### src/hdl/drm_pkg.sv
// Shared types, constants and coordinate helpers for the dirty rectangle merge table.
package drm_pkg;

  // Table and coordinate geometry
  localparam int TABLE_DEPTH = 32;
  localparam int COORD_BITS  = 15;
  localparam int CNT_W       = $clog2(TABLE_DEPTH + 1);

  // Fixed field widths of the request and result channels
  localparam int POS_W = 14;
  localparam int EXT_W = 13;
  localparam int OUT_W = 15;
  localparam int SUM_W = POS_W + 2;

  // Working widths for saturation and output truncation
  localparam int SAT_W  = ((SUM_W > COORD_BITS) ? SUM_W : COORD_BITS) + 1;
  localparam int OEXT_W = (COORD_BITS > OUT_W) ? COORD_BITS : OUT_W;

  localparam int COORD_HI_I = (1 << (COORD_BITS - 1)) - 1;
  localparam int COORD_LO_I = -COORD_HI_I - 1;
  localparam logic signed [SAT_W-1:0] SAT_HI = SAT_W'(COORD_HI_I);
  localparam logic signed [SAT_W-1:0] SAT_LO = SAT_W'(COORD_LO_I);

  // Full-screen extent, saturated to the coordinate range
  localparam int FULL_EXT_I = (10000 > COORD_HI_I) ? COORD_HI_I : 10000;

  typedef logic signed [COORD_BITS-1:0] coord_t;
  typedef logic signed [OUT_W-1:0]      ocoord_t;
  typedef logic [CNT_W-1:0]             count_t;

  localparam coord_t FULL_EXT = COORD_BITS'(FULL_EXT_I);

  typedef enum logic [1:0] {
    FUNC_ADD   = 2'd0,
    FUNC_CLEAR = 2'd1,
    FUNC_DRAIN = 2'd2
  } func_t;

  typedef struct packed {
    coord_t x1;
    coord_t y1;
    coord_t x2;
    coord_t y2;
  } rect_t;

  // Search token walking down the cell row
  typedef struct packed {
    logic  valid;
    rect_t rect;
  } probe_t;

  // Per-cell control from the sequencer
  typedef struct packed {
    logic occupied;
    logic tail;
    logic shift;
  } cell_ctrl_t;

  // Per-cell status back to the sequencer
  typedef struct packed {
    logic done;
    logic merged;
  } cell_stat_t;

  // Clamp a sum to the signed coordinate range
  function automatic coord_t sat_coord(input logic signed [SUM_W-1:0] v);
    logic signed [SAT_W-1:0] ve;
    ve = SAT_W'(v);
    if (ve > SAT_HI) begin
      ve = SAT_HI;
    end else if (ve < SAT_LO) begin
      ve = SAT_LO;
    end
    return ve[COORD_BITS-1:0];
  endfunction

  // Keep the low bits of a coordinate for the result port
  function automatic ocoord_t to_out(input coord_t c);
    logic signed [OEXT_W-1:0] ce;
    ce = OEXT_W'(c);
    return ce[OUT_W-1:0];
  endfunction

endpackage

### src/hdl/drm_cell.sv
// One table cell: holds a rectangle, tests the passing probe, shifts toward the head on drain.
module drm_cell
  import drm_pkg::*;
(
  input  logic       clk,
  input  logic       rst_n,
  input  cell_ctrl_t ctrl,
  input  probe_t     probe_in,
  output probe_t     probe_out,
  input  rect_t      next_entry,
  output rect_t      entry,
  output cell_stat_t stat
);

  logic   probe_v_r;
  rect_t  probe_rect_r;
  rect_t  entry_r;
  rect_t  entry_nxt;
  logic   overlap;
  logic   hit;
  logic   store;

  // Inclusive-edge touch test against the stored rectangle
  assign overlap = ctrl.occupied &&
                   (entry_r.x2 >= probe_rect_r.x1) && (entry_r.x1 <= probe_rect_r.x2) &&
                   (entry_r.y2 >= probe_rect_r.y1) && (entry_r.y1 <= probe_rect_r.y2);

  assign hit   = probe_v_r && overlap;
  assign store = probe_v_r && ctrl.tail && !overlap;

  // Probe moves on when this cell neither merged nor took it
  assign probe_out.valid = probe_v_r && !hit && !store;
  assign probe_out.rect  = probe_rect_r;

  assign stat.done   = hit || store;
  assign stat.merged = hit;
  assign entry       = entry_r;

  // Grow into the bounding box, append, or shift
  always_comb begin
    entry_nxt = entry_r;
    priority if (hit) begin
      if (probe_rect_r.x1 < entry_r.x1) entry_nxt.x1 = probe_rect_r.x1;
      if (probe_rect_r.y1 < entry_r.y1) entry_nxt.y1 = probe_rect_r.y1;
      if (probe_rect_r.x2 > entry_r.x2) entry_nxt.x2 = probe_rect_r.x2;
      if (probe_rect_r.y2 > entry_r.y2) entry_nxt.y2 = probe_rect_r.y2;
    end else if (store) begin
      entry_nxt = probe_rect_r;
    end else if (ctrl.shift) begin
      entry_nxt = next_entry;
    end else begin
      entry_nxt = entry_r;
    end
  end

  always_ff @(posedge clk) begin
    if (!rst_n) begin
      probe_v_r <= 1'b0;
    end else begin
      probe_v_r <= probe_in.valid;
    end
    probe_rect_r <= probe_in.rect;
    entry_r      <= entry_nxt;
  end

endmodule

### config.mk
export PLATFORM = sky130hd
export DESIGN_NAME = drm_cell
export DESIGN_NICKNAME = d
export VERILOG_FILES = /design/src/hdl/drm_pkg.sv /design/src/hdl/drm_cell.sv
export SDC_FILE = /design/constraint.sdc
export NUM_CORES = 1
export LEC_CHECK = 0
export ABC_AREA = 1
export ABC_CLOCK_PERIOD_IN_PS = 2700
export BUFFER_PORTS_ARGS = -buffer_cell sky130_fd_sc_hd__buf_2
export CORE_MARGIN = 2
export CORE_UTILIZATION = 45
export CTS_BUF_LIST = sky130_fd_sc_hd__clkbuf_8
export DETAILED_ROUTE_END_ITERATION = 10
export PLACE_DENSITY = 0.84
export SLEW_MARGIN = 15
export SYNTH_ARGS = -nofsm -noshare
export SYNTH_HDL_FRONTEND = slang
export SYNTH_SLANG_ARGS = --single-unit
### constraint.sdc
create_clock -name clk -period 2.7 [get_ports clk]
set_clock_uncertainty 0.1 [all_clocks]
set_input_delay 0 -clock clk [delete_from_list [all_inputs] [get_ports clk]]
set_output_delay 0 -clock clk [all_outputs]
set_load 0.05 [all_outputs]
==> flow_summary_export.csv <==
group,metric,value,unit
outcome,outcome,"complete, but fails checks",
outcome,failed_checks,"negative setup slack",
layout,layout.cells.non_filler,1587,
floorplan,start_util,0.460,
sta,tightest_slew,663,ps
sta,period_minus_slack,2970,ps
synth,synth-compound-area-share,0.0527,
sta,hold_viol,0,
worst_setup_path,worst_path_most_repeated_cell,"nand2_1",
place,io_buffers,248,
layout,fillerInstances,999,
place,dpl_cell_area,9340,um^2
layout,syn_to_final_growth,60.6,%
synth,ys_warn_count,0,
worst_hold_path,hold_path_depth,2,
worst_setup_path,reg2reg_slack,-270,ps
clocking,clkSinkCount,121,
worst_setup_path,path_buf_inv,5,
place,place_inst,1395,
layout,drive_gt1_frac,0.346,
synth,synth_top_family_by_area,"simple AND/OR/NAND/NOR gates",
routing,avgViaCountPerCell,5.44,
layout,layout_common_cells,"245 x buf_2, 231 x nand2_1, 159 x inv_1",
synth,synth.distinct_cells,29,
worst_setup_path,end_kind,"flip-flop",
worst_setup_path,reg2reg_from,"entry[28]",
global_route,grt_use_total,0.318,
power_and_ir_drop,powerDensity,505,nW/um^2
synth,syn_inst,887,
worst_setup_path,cpLargestDelayFamily,"simple AND/OR/NAND/NOR gates",
power_and_ir_drop,p_leak,6.28,nW
synth,synthMuxAreaShare,0,
worst_setup_path,required,2770,ps
floorplan,die_y,131,um
worst_setup_path,cp_data_arrival_time,3050,ps
clocking,clkSlewWorstSetupHoldPaths,90,ps
worst_setup_path,worst-setup-path-type,"flip-flop to flip-flop",
global_route,antenna_found_initial,3,
worst_setup_path,critPathLaunchType,"flip-flop",
clocking,clk-insertion-delay-late,470,ps
worst_setup_path,slowest_stage,"edfxtp_1",
sta,hold_ws,68.0,ps
sta,fmax,336,MHz
routing,postRouteWirelength,31200,um
run,cap_violations,0,
floorplan,num_rows,46,
global_route,first_global_vias,8615,
synth,syn_avg_cell_area,8.25,um^2
worst_hold_path,hold_path.class,"input port to flip-flop",
worst_setup_path,max_stage_delay,430,ps
layout,layout_commonest_cell,"buf_2",
worst_setup_path,rr_worst_depth,19,
global_route,grt_max_degree,49,
sta,setup_slack,-273,ps
sta,rsz0062_at_grt,"true",
floorplan,die_x,131,um
layout,postLayoutCellArea,11700,um^2
routing,vias,8627,
floorplan,pin_count,249,
clocking,cts_htree_levels,4,
global_route,grt_remaining_overflow,0,
routing,drtAntennaViolNets,0,
sta,period_share,1.10,
sta,max-slew-margin-rel,0.558,
worst_setup_path,worstPathMaxFanout,8,
worst_setup_path,reg2reg_to,"entry[58]",
sta,final-setup-viol-count,123,
clocking,cts_buffer_depth,2,
worst_setup_path,worstPathCellList,"ha_1 -> nand2_2 -> buf_6 -> inv_2 -> nand2_1 -> nand2_1 -> a21oi_2 -> nand2_1 -> nand2_1 -> nand2_1 -> nor2_2 -> nor2_4 -> nand3_4 -> buf_8 -> nand2_8 -> buf_8 -> buf_4 -> nand2_2 -> nand2_1",
sta,fin_setup_tns,-13650,ps
worst_hold_path,hold_path_startpoint,"probe_in[57]",
synth,synth_area,7310,um^2
sta,slew_viol_final,0,
synth,synth-seq-area-share,0.413,
place,gp_congestion,0.897,
synth,synthAdderAreaFrac,0.202,
clocking,cts-root-buf,"clkbuf_8",
worst_hold_path,holdPathEnd,"probe_out[57]",
layout,nNetsFinal,1599,
synth,synth_xor_area_frac,0.00120,
routing,drt_iter0_drc,734,
power_and_ir_drop,max-vdd-ir-drop,0.000492,V
floorplan,core-area,15900,um^2
floorplan,die-area,17300,um^2
synth,synthSimpleGateAreaFrac,0.228,
place,dp_hpwl,17300,um
clocking,cts_tree,"yes",
clocking,cts_made_buffers,17,
global_route,grt_pass1_wl,43400,um
routing,drt_pass1_iterations,6,
routing,wl_per_cell,19.7,um
synth,synth.net_count,1131,
place,place_ws,-149,ps
routing,post-route-drc-count,0,
synth,ys_seq_elements,121,
[worst register-to-register path: stages, from the launching register on]
cell      delay, ps
edfxtp_1        430
ha_1            330
nand2_2         110
buf_6           100
inv_2            30
nand2_1          40
nand2_1          80
a21oi_2         170
nand2_1          70
nand2_1          70
nand2_1          60
nor2_2          170
nor2_4           70
nand3_4         100
buf_8           130
nand2_8          60
buf_8           170
buf_4           170
nand2_2          50
nand2_1         150
[routing by layer]
| metal | track usage | part of all wire | vias to the layer above | routed length [um] |
|---|---|---|---|---|
| met5 | 0 | 0 | - | 0 |
| met4 | 0.177 | 0.082 | 0 | 2570 |
| met3 | 0.0918 | 0.095 | 250 | 2960 |
| met2 | 0.568 | 0.48 | 652 | 15100 |
| met1 | 0.336 | 0.34 | 3910 | 10500 |
| li1 | - | - | 3815 | - |
[cell families after synthesis]
group           Yosys count
simple gates            388
buf+inv                 187
flops                   121
fa+ha+maj               118
compound gates           72
xor+xnor                  1
[timing repair]
item / CTS / global route
hold buffers: 122 / 0
hold endpoints to repair: 121 / 0
setup endpoints to repair: 123 / 123
pin swaps: 8 / 31
gates resized for setup: 35 / 70
buffers inserted: 16 / 16
gates cloned: 2 / 1
[where the power goes]
part | internal (mW) | total, mW | switching (mW)
Combinational | 0.767 | 2.01 | 1.24
Sequential | 2.08 | 2.20 | 0.125
Clock | 0.839 | 1.72 | 0.886
[cells in the mapped netlist]
| master | number | area share |
|---|---|---|
| nand2_1 | 246 | 0.13 |
| nand3_4 | 1 | 0.0024 |
| o211ai_1 | 1 | 0.0010 |
| xnor2_1 | 1 | 0.0012 |
| nand2_4 | 1 | 0.0015 |
| a21oi_1 | 48 | 0.033 |
| clkbuf_1 | 9 | 0.0046 |
| o21bai_1 | 1 | 0.0010 |
| nand3b_1 | 4 | 0.0041 |
| clkinv_1 | 1 | 0.00051 |
| inv_1 | 166 | 0.085 |
| nor2_1 | 27 | 0.014 |
| buf_2 | 4 | 0.0027 |
| nor3_1 | 6 | 0.0041 |
| nand4_1 | 13 | 0.011 |
| o21ai_0 | 14 | 0.0096 |
| a21o_1 | 4 | 0.0041 |
| ha_1 | 118 | 0.20 |
| and3_1 | 1 | 0.00086 |
| o21a_1 | 3 | 0.0031 |
| buf_6 | 6 | 0.0092 |
| nand2_2 | 9 | 0.0077 |
| nand3_1 | 78 | 0.053 |
| dfxtp_1 | 61 | 0.17 |
| nor2_2 | 1 | 0.00086 |
| edfxtp_1 | 60 | 0.25 |
| a211oi_1 | 1 | 0.0010 |
| buf_4 | 1 | 0.0010 |
| nor2_4 | 1 | 0.0015 |
[worst max-delay path by stage]
| stage | end | cells past startpoint | start | slack (ps) |
|---|---|---|---|---|
| finish | entry[58] | 19 | entry[28] | -270 |
| global placement | entry[48] | 14 | entry[59] | -70 |
| detailed placement | entry[8] | 16 | entry[59] | -150 |
| global route | entry[58] | 19 | entry[28] | -390 |
| floorplan | entry[0] | 15 | entry[59] | -20 |
| CTS | probe_out[60] | 16 | entry[57] | -110 |
[sequential cells by signal, indices dropped and copies added, names as in the netlist]
name       count
entry         60
probe_out     60
probe_v_r      1
[area by class of cell]
class	count	area, um^2	share of cell area
multi-input combinational	579	3870	0.330
timing repair buffer	469	3460	0.295
sequential	121	3080	0.262
inverter	167	654	0.0557
tap	216	270	0.0230
clock buffer	17	234	0.0199
clock inverter	15	168	0.0143
antenna	3	7.51	0.000639
[metrics by stage]
stage | total power [mW] | utilization
2_1_floorplan | 3.27 | -
5_1_grt | 6.15 | 0.740
3_3_place_gp | 3.76 | 0.588
3_5_place_dp | 3.81 | 0.588
6_report | 5.93 | 0.740
4_1_cts | 5.68 | 0.709
Power figures use the tool's default switching activity.
